`src/sv/sarb_pkg.sv`:
```
// Package for the set-associative row buffer tag store.
// Holds sizes, command and status codes, and the request/result structs.
package sarb_pkg;
  localparam int WAYS = 4;
  localparam int SETS = 16;
  localparam int BURSTS_PER_BLOCK = 1;
  localparam int COLUMN_BITS = 7;
  localparam int ROW_BITS = 15;
  localparam int WAY_BITS = (WAYS > 1) ? $clog2(WAYS) : 1;
  localparam int SET_BITS = (SETS > 1) ? $clog2(SETS) : 1;
  localparam int SET_SHIFT = $clog2(BURSTS_PER_BLOCK);
  localparam int SEG_SHIFT = SET_SHIFT + $clog2(SETS);
  localparam int SEG_BITS = (COLUMN_BITS > SEG_SHIFT) ? COLUMN_BITS - SEG_SHIFT : 0;
  localparam int TAG_BITS = ROW_BITS + SEG_BITS;
  localparam int SEGW = (SEG_BITS > 0) ? SEG_BITS : 1;

  localparam logic [2:0] CMD_FETCH   = 3'd0;
  localparam logic [2:0] CMD_READ    = 3'd1;
  localparam logic [2:0] CMD_WRITE   = 3'd2;
  localparam logic [2:0] CMD_RESTORE = 3'd3;

  localparam logic [2:0] ST_OK        = 3'd0;
  localparam logic [2:0] ST_DUP_FETCH = 3'd1;
  localparam logic [2:0] ST_RD_MISS   = 3'd2;
  localparam logic [2:0] ST_WR_MISS   = 3'd3;
  localparam logic [2:0] ST_RESTORE   = 3'd4;
  localparam logic [2:0] ST_EVICT_MOD = 3'd5;

  typedef struct packed {
    logic [2:0]  command;
    logic [14:0] row;
    logic [6:0]  column;
  } req_t;

  typedef struct packed {
    logic        hit;
    logic        fetch_safe;
    logic [14:0] victim_row;
    logic [2:0]  status;
  } res_t;

  // Classified request passed from front to back.
  typedef struct packed {
    logic [2:0]          command;
    logic [SET_BITS-1:0] set;
    logic [TAG_BITS-1:0] tag;
  } op_t;
endpackage

```
`src/sv/sarb_front.sv`:
```
// Front part: accepts requests, derives set and tag, holds one in a queue slot.
// Depends on sarb_pkg.
module sarb_front import sarb_pkg::*; (
  input  logic clk,
  input  logic rst,
  input  logic start,
  input  req_t request,
  output logic busy,
  output logic op_valid,
  output op_t  op,
  input  logic op_take
);
  logic full;
  op_t  slot;
  op_t  op_in;
  logic [COLUMN_BITS-1:0] col;
  logic [SEGW-1:0] seg;

  assign col = request.column[COLUMN_BITS-1:0];
  always_comb begin
    op_in.command = request.command;
    if (SETS > 1) op_in.set = col[SET_SHIFT +: SET_BITS];
    else op_in.set = '0;
    seg = '0;
    if (SEG_BITS > 0) seg = SEGW'(col >> SEG_SHIFT);
    if (SEG_BITS > 0) op_in.tag = TAG_BITS'({request.row[ROW_BITS-1:0], seg});
    else op_in.tag = TAG_BITS'(request.row[ROW_BITS-1:0]);
  end

  assign busy = full;
  assign op_valid = full;
  assign op = slot;

  always_ff @(posedge clk) begin
    if (rst) begin
      full <= 1'b0;
    end else if (start && !full) begin
      full <= 1'b1;
    end else if (op_take) begin
      full <= 1'b0;
    end
    if (start && !full) slot <= op_in;
  end
endmodule

```
`src/sv/sarb_back.sv`:
```
// Back part: reads one set from memory, checks, writes the set back if status is OK.
// Depends on sarb_pkg.
module sarb_back import sarb_pkg::*; (
  input  logic clk,
  input  logic rst,
  input  logic op_valid,
  input  op_t  op,
  output logic op_take,
  output logic done,
  output res_t result
);
  localparam int WAY_W = TAG_BITS + 2 + WAY_BITS;
  localparam int LINE = WAYS * WAY_W;
  typedef struct packed {
    logic [TAG_BITS-1:0] tag;
    logic                valid;
    logic                modified;
    logic [WAY_BITS-1:0] rank;
  } way_t;

  logic [LINE-1:0] mem [SETS];
  logic [SETS-1:0] touched;
  logic [LINE-1:0] rd;
  logic phase;
  way_t cur [WAYS];
  way_t nxt [WAYS];
  logic hit, safe;
  logic [WAY_BITS-1:0] hit_way, lru_way, pway;
  logic [2:0] status;
  logic [14:0] victim;
  logic wr_en;

  function automatic logic [LINE-1:0] pack_line();
    logic [LINE-1:0] v;
    v = '0;
    for (int w = 0; w < WAYS; w++) v[w*WAY_W +: WAY_W] = nxt[w];
    return v;
  endfunction

  always_ff @(posedge clk) begin
    rd <= mem[op.set];
    if (wr_en) mem[op.set] <= pack_line();
  end

  always_comb begin
    for (int w = 0; w < WAYS; w++) begin
      if (touched[op.set]) cur[w] = rd[w*WAY_W +: WAY_W];
      else begin
        cur[w] = '0;
        cur[w].rank = WAY_BITS'(w);
      end
    end
    hit = 1'b0; hit_way = '0; lru_way = '0;
    for (int w = WAYS - 1; w >= 0; w--) begin
      if (cur[w].valid && cur[w].tag == op.tag) begin
        hit = 1'b1; hit_way = WAY_BITS'(w);
      end
    end
    for (int w = 0; w < WAYS; w++)
      if (cur[w].rank == WAY_BITS'(WAYS - 1)) lru_way = WAY_BITS'(w);
    safe = !(cur[lru_way].valid && cur[lru_way].modified);
    victim = '0;
    if (!safe) victim = 15'(cur[lru_way].tag >> SEG_BITS);
    status = ST_OK;
    pway = hit_way;
    for (int w = 0; w < WAYS; w++) nxt[w] = cur[w];
    unique case (op.command)
      CMD_FETCH: begin
        pway = lru_way;
        if (hit) status = ST_DUP_FETCH;
        else if (!safe) status = ST_EVICT_MOD;
      end
      CMD_READ: if (!hit) status = ST_RD_MISS;
      CMD_WRITE: if (!hit) status = ST_WR_MISS;
      CMD_RESTORE: if (safe) status = ST_RESTORE;
      default: ;
    endcase
    if (op.command == CMD_FETCH || op.command == CMD_READ || op.command == CMD_WRITE) begin
      for (int w = 0; w < WAYS; w++)
        if (cur[w].rank < cur[pway].rank) nxt[w].rank = cur[w].rank + 1'b1;
      nxt[pway].rank = '0;
    end
    if (op.command == CMD_FETCH) begin
      nxt[lru_way].tag = op.tag;
      nxt[lru_way].valid = 1'b1;
      nxt[lru_way].modified = 1'b0;
    end
    if (op.command == CMD_WRITE) nxt[hit_way].modified = 1'b1;
    if (op.command == CMD_RESTORE) nxt[lru_way].modified = 1'b0;
  end

  assign op_take = phase;
  assign wr_en = phase && status == ST_OK;

  always_ff @(posedge clk) begin
    if (rst) begin
      phase <= 1'b0;
      done <= 1'b0;
      touched <= '0;
    end else begin
      done <= phase;
      if (phase) phase <= 1'b0;
      else if (op_valid) phase <= 1'b1;
      if (wr_en) touched[op.set] <= 1'b1;
    end
    result.hit <= hit;
    result.fetch_safe <= safe;
    result.victim_row <= victim;
    result.status <= status;
  end

  a_take: assert property (@(posedge clk) disable iff (rst) op_take |-> op_valid)
    else $error("take without op");
  a_done: assert property (@(posedge clk) disable iff (rst) op_take |=> done)
    else $error("no result after take");
  a_ok_fetch: assert property (@(posedge clk) disable iff (rst)
    (op_take && op.command == CMD_FETCH && status == ST_OK) |-> (!hit && safe))
    else $error("bad fetch");
endmodule

```
`src/sv/set_assoc_row_buffer_lru_dirty.sv`:
```
// Tag store of a set-associative DRAM row-segment buffer, LRU with dirty marks.
// Steps: front slot, then set memory read, then check and write back; done and the
// result are registered from the check. A new request waits until the slot is freed.
// Busy is high while a request is held; the receiver cannot stall.
// Reset clears control; sets read as reset until first written.
module set_assoc_row_buffer_lru_dirty import sarb_pkg::*; (
  input  logic clk,
  input  logic rst,
  input  logic start,
  input  req_t request,
  output logic busy,
  output logic done,
  output res_t result
);
  logic op_valid, op_take;
  op_t op;

  sarb_front u_front (.clk, .rst, .start, .request, .busy, .op_valid, .op, .op_take);
  sarb_back u_back (.clk, .rst, .op_valid, .op, .op_take, .done, .result);
endmodule

```
`config.mk`:
```
export PLATFORM = sky130hd
export DESIGN_NAME = set_assoc_row_buffer_lru_dirty
export DESIGN_NICKNAME = d
export VERILOG_FILES = /design/src/sv/sarb_pkg.sv /design/src/sv/sarb_front.sv /design/src/sv/sarb_back.sv /design/src/sv/set_assoc_row_buffer_lru_dirty.sv
export SDC_FILE = /design/constraint.sdc
export NUM_CORES = 2
export LEC_CHECK = 0
export BUFFER_PORTS_ARGS = -buffer_cell sky130_fd_sc_hd__buf_2
export CAP_MARGIN = 10
export CORE_UTILIZATION = 30
export CTS_CLUSTER_DIAMETER = 120
export DETAILED_ROUTE_END_ITERATION = 7
export GPL_ROUTABILITY_DRIVEN = 0
export PLACE_DENSITY = 0.55
export SYNTH_ARGS = -nofsm -noshare
export SYNTH_HDL_FRONTEND = slang
export SYNTH_SLANG_ARGS = --single-unit
```
`constraint.sdc`:
```
create_clock -name clk -period 9.3 [get_ports clk]
set_input_delay 0.93 -clock clk [delete_from_list [all_inputs] [get_ports clk]]
set_output_delay 0.93 -clock clk [all_outputs]
set_load 0.05 [all_outputs]
```
==> run summary <==
The run finished, with violations left. The final reports fail on DRC. The multi-input combinational cell area came out at between 0.01 and 0.015 mm². The maximum buffer depth of the clock tree came out at 3. The worst setup path is launched from a flip-flop. Across the run, the number of max-cap violations was 0. For this run, the leading register cell type out of synthesis is sky130_fd_sc_hd__edfxtp_1. The slack of the worst reg-to-reg path came out at 2.02 ns. The post-route setup TNS came out at 0 ns. Synthesis inferred between 1500 and 2000 register bits. The total of warnings raised by yosys came out at 0. The critical path is of the reg2reg type. The number of failing hold endpoints at the final stage is 0. The fraction of synthesized cell area taken by the top area cell type is 0.711.

The floorplan step set the die width to 451 µm. Of the synthesized area, sequential elements account for 0.753. The layout cell share with drive strength beyond 1 came out at 0.276.

The path class of the tightest hold or removal check is in2reg. The register area is 0.0456 mm². The power per standard cell area is between 200 and 250 mW/mm². For this block, the via count after detailed routing is around 30000. The mean post-synth cell area came out at approximately 21 µm². The number of top-level design ports came out at 50. The first TritonRoute pass finished after 7 iterations. The largest voltage drop on the vdd net is roughly 0.13 mV. Setup repair after global routing left no endpoint under its margin. STA classifies the critical path endpoint as a flip-flop. The number of setup buffers added after CTS is 0. At the worst endpoint, the required time is 9.72 ns. The total leakage power came out at ~22 nW. The arrival time at the worst endpoint came out at between 7 and 8 ns. The pin count of the biggest net entering global routing came out at approximately 140. The die covers between 0.2 and 0.25 mm². CTS built an H-tree with a depth of 4. The top cell type by total area after synthesis is sky130_fd_sc_hd__edfxtp_1.

The area of the core is around 0.2 mm². By count the netlist is led by sky130_fd_sc_hd__edfxtp_1 (1433), sky130_fd_sc_hd__mux4_2 (441), sky130_fd_sc_hd__nand2_1 (139). The residual DRC count came out at 2.

The async set-reset flop share out of synthesis is 0. The worst-path maximum fanout came out at 30. The worst clock skew on the final layout is approximately 0.025 ns.

The clock-pin slew on the worst setup and hold paths is 0.07 ns. The count of cell types in the netlist is a little over 80. The final HPWL from detailed placement is around 91000 µm. Once detail routing completed, the nets flagged for antenna violations numbered 0. In the finished design, the share of the clock period the worst path needs comes to 0.782.

The number of max-slew violations in the final report came to 0. The filler cell count in the final layout came out at roughly 18000. The number of core rows came out at about 160. The worst pin sits at a relative slew slack of 0.145. The worst path in the final design needs a cycle of 7.28 ns, including I/O delays and setup. The number of nets in the synthesized netlist is between 2000 and 3000. The total wire length after detailed routing is between 150000 and 200000 µm. The number of global-route vias before repair came out at 30100. The final number of setup-violating endpoints came out at 0. The first global-routing pass estimated around 220000 µm of wire. The CTS tree is done. The number of gates resized after CTS was 0. The transition time at the pin with the least slew margin came out at about 1.2 ns.

The leading cell type by number of instances after synthesis is sky130_fd_sc_hd__edfxtp_1. The hold-fix buffer count after cts is 0. The effective utilization at floorplan came out at 0.303. The overall overflow remaining after global route is 0. In the final routed layout, each cell accounts on average for roughly 27 µm. The highest achievable clock rate came out at 137 MHz. The cell area after synthesis came out at 0.0606 mm². The overall global routing resource usage is 0.152. The y dimension of the die came out at around 450 µm.

The number of enable-type register cells in the synthesized netlist is roughly 1400. In the final design database the tool counted slightly above 3000 nets. The later-pin clock latency in the skew report is roughly 0.8 ns. Port buffering added around 50 buffers. In the synthesized netlist, the number of instances is 2910. The overall power came out at between 15 and 20 mW. The CTS root buffer is sky130_fd_sc_hd__clkbuf_16. Clock tree synthesis inserted a total of between 150 and 200 buffers. Using the TritonRoute via totals, the vias-per-cell ratio works out to ~5.1. The layout overhead on the synthesized area came out at 15.3%.

The initial antenna violation count came out at 14. The clock net sink count is roughly 1600. After synthesis, the cell types taking the most area are sky130_fd_sc_hd__edfxtp_1 (71%), sky130_fd_sc_hd__mux4_2 (16%), sky130_fd_sc_hd__dfxtp_1 (4.2%), sky130_fd_sc_hd__nand2_1 (0.86%), sky130_fd_sc_hd__xnor2_1 (0.75%).

In this run, the number of DRC markers left after iteration 0 of detailed routing was just over 3000.
## logic make-up after synthesis
| kind of cell | synth area share |
|---|---|
| flip-flops | 0.753 |
| multiplexers | 0.168 |
| AND/OR/NAND/NOR | 0.0297 |
| AO/OA/AOI/OAI | 0.0268 |
| buffers and inverters | 0.0134 |
| XOR/XNOR | 0.00839 |
| adder cells (fa/ha/maj) | 0.00145 |
## report_power, final
group          leakage (nW)  total (mW)  internal [mW]  switching (mW)
clock network          2.43        6.18           3.59            2.60
logic                  5.31        1.06          0.402           0.661
registers              14.2        8.01           7.86           0.146
## state kept, by name, indices dropped and copies added (netlist names)
register,count
u_back.mem,1408
u_back.rd,88
u_front.op,25
u_back.result,20
u_back.touched,16
u_back.done,1
u_back.op_take,1
u_front.busy,1
## metrics by stage
stage                     area [µm²]  hold WS [ns]  instances   util  worst slack (ns)
after floorplan                60600         0.427       2910      -              1.45
after global placement         64700         0.443       5575  0.324              2.23
after detailed placement       64700         0.445       5575  0.324              2.14
after CTS                      69700         0.266       5853  0.349              2.11
after global routing           69800         0.292       5860  0.349              1.57
final                          69800         0.331       5864  0.349              2.02
## placed cells by master, fill, tap and decap left out, types with 10 or more instances in the layout
cell                           n
sky130_fd_sc_hd__a21oi_1      19
sky130_fd_sc_hd__a22oi_1      14
sky130_fd_sc_hd__and3_1       10
sky130_fd_sc_hd__buf_12       11
sky130_fd_sc_hd__buf_2        49
sky130_fd_sc_hd__buf_4       125
sky130_fd_sc_hd__bufinv_16    15
sky130_fd_sc_hd__clkbuf_1     35
sky130_fd_sc_hd__clkbuf_16   157
sky130_fd_sc_hd__clkinv_1     26
sky130_fd_sc_hd__clkinv_2     18
sky130_fd_sc_hd__dfxtp_1     127
sky130_fd_sc_hd__edfxtp_1   1433
sky130_fd_sc_hd__inv_1        32
sky130_fd_sc_hd__mux2i_1      21
sky130_fd_sc_hd__mux4_2      441
sky130_fd_sc_hd__nand2_1     138
sky130_fd_sc_hd__nand2b_1     14
sky130_fd_sc_hd__nand3_1      59
sky130_fd_sc_hd__nand4_1      19
sky130_fd_sc_hd__nor2_1       57
sky130_fd_sc_hd__nor2_4       17
sky130_fd_sc_hd__nor3_1       16
sky130_fd_sc_hd__o21ai_0      77
sky130_fd_sc_hd__o22a_1       11
sky130_fd_sc_hd__o32ai_1      12
sky130_fd_sc_hd__xnor2_1      52
## path summary, 6_finish.rpt
kind                                   startpoint                 end  depth (start not counted)
worst max register to register     u_front.op[21]  u_back.mem[12][44]                         18
worst max-delay path               u_front.op[21]  u_back.mem[12][44]                         18
worst min register to register  u_back.touched[1]   u_back.touched[1]                          2
worst min-delay path                  request[19]      u_front.op[15]                          1
## per-layer routing
layer,global-route usage,vias to the layer above,wire (µm)
met4,0.0666,0,6330
met2,0.255,1041,78100
met3,0.0205,284,7650
li1,-,12400,-
met1,0.197,16100,63800
met5,0,-,0
## final cells by class
type / instances / area share
Antenna cell: 7 / 0.000251
Clock buffer: 200 / 0.0597
Clock inverter: 78 / 0.0118
Inverter: 34 / 0.00183
Multi-Input combinational cell: 1142 / 0.205
Sequential cell: 1560 / 0.653
Tap cell: 2656 / 0.0476
Timing Repair Buffer: 187 / 0.0205
## worst max-delay path: stages (launching register included)
cell and delay [ns]:
sky130_fd_sc_hd__edfxtp_1 0.75, sky130_fd_sc_hd__buf_4 0.55, sky130_fd_sc_hd__nand2_1 0.11, sky130_fd_sc_hd__o211ai_1 0.22, sky130_fd_sc_hd__nand3_1 0.30, sky130_fd_sc_hd__nand2_2 0.54
sky130_fd_sc_hd__nand2_1 0.22, sky130_fd_sc_hd__inv_2 0.16, sky130_fd_sc_hd__ha_1 0.46, sky130_fd_sc_hd__nor2b_1 0.16, sky130_fd_sc_hd__or3_1 0.41, sky130_fd_sc_hd__o21ai_2 0.17
sky130_fd_sc_hd__mux4_2 0.62, sky130_fd_sc_hd__ha_1 0.24, sky130_fd_sc_hd__nor2_1 0.14, sky130_fd_sc_hd__o211ai_1 0.10, sky130_fd_sc_hd__or4_1 0.53, sky130_fd_sc_hd__a311o_1 0.35
sky130_fd_sc_hd__mux2i_1 0.83
Power figures use the tool's default switching activity.
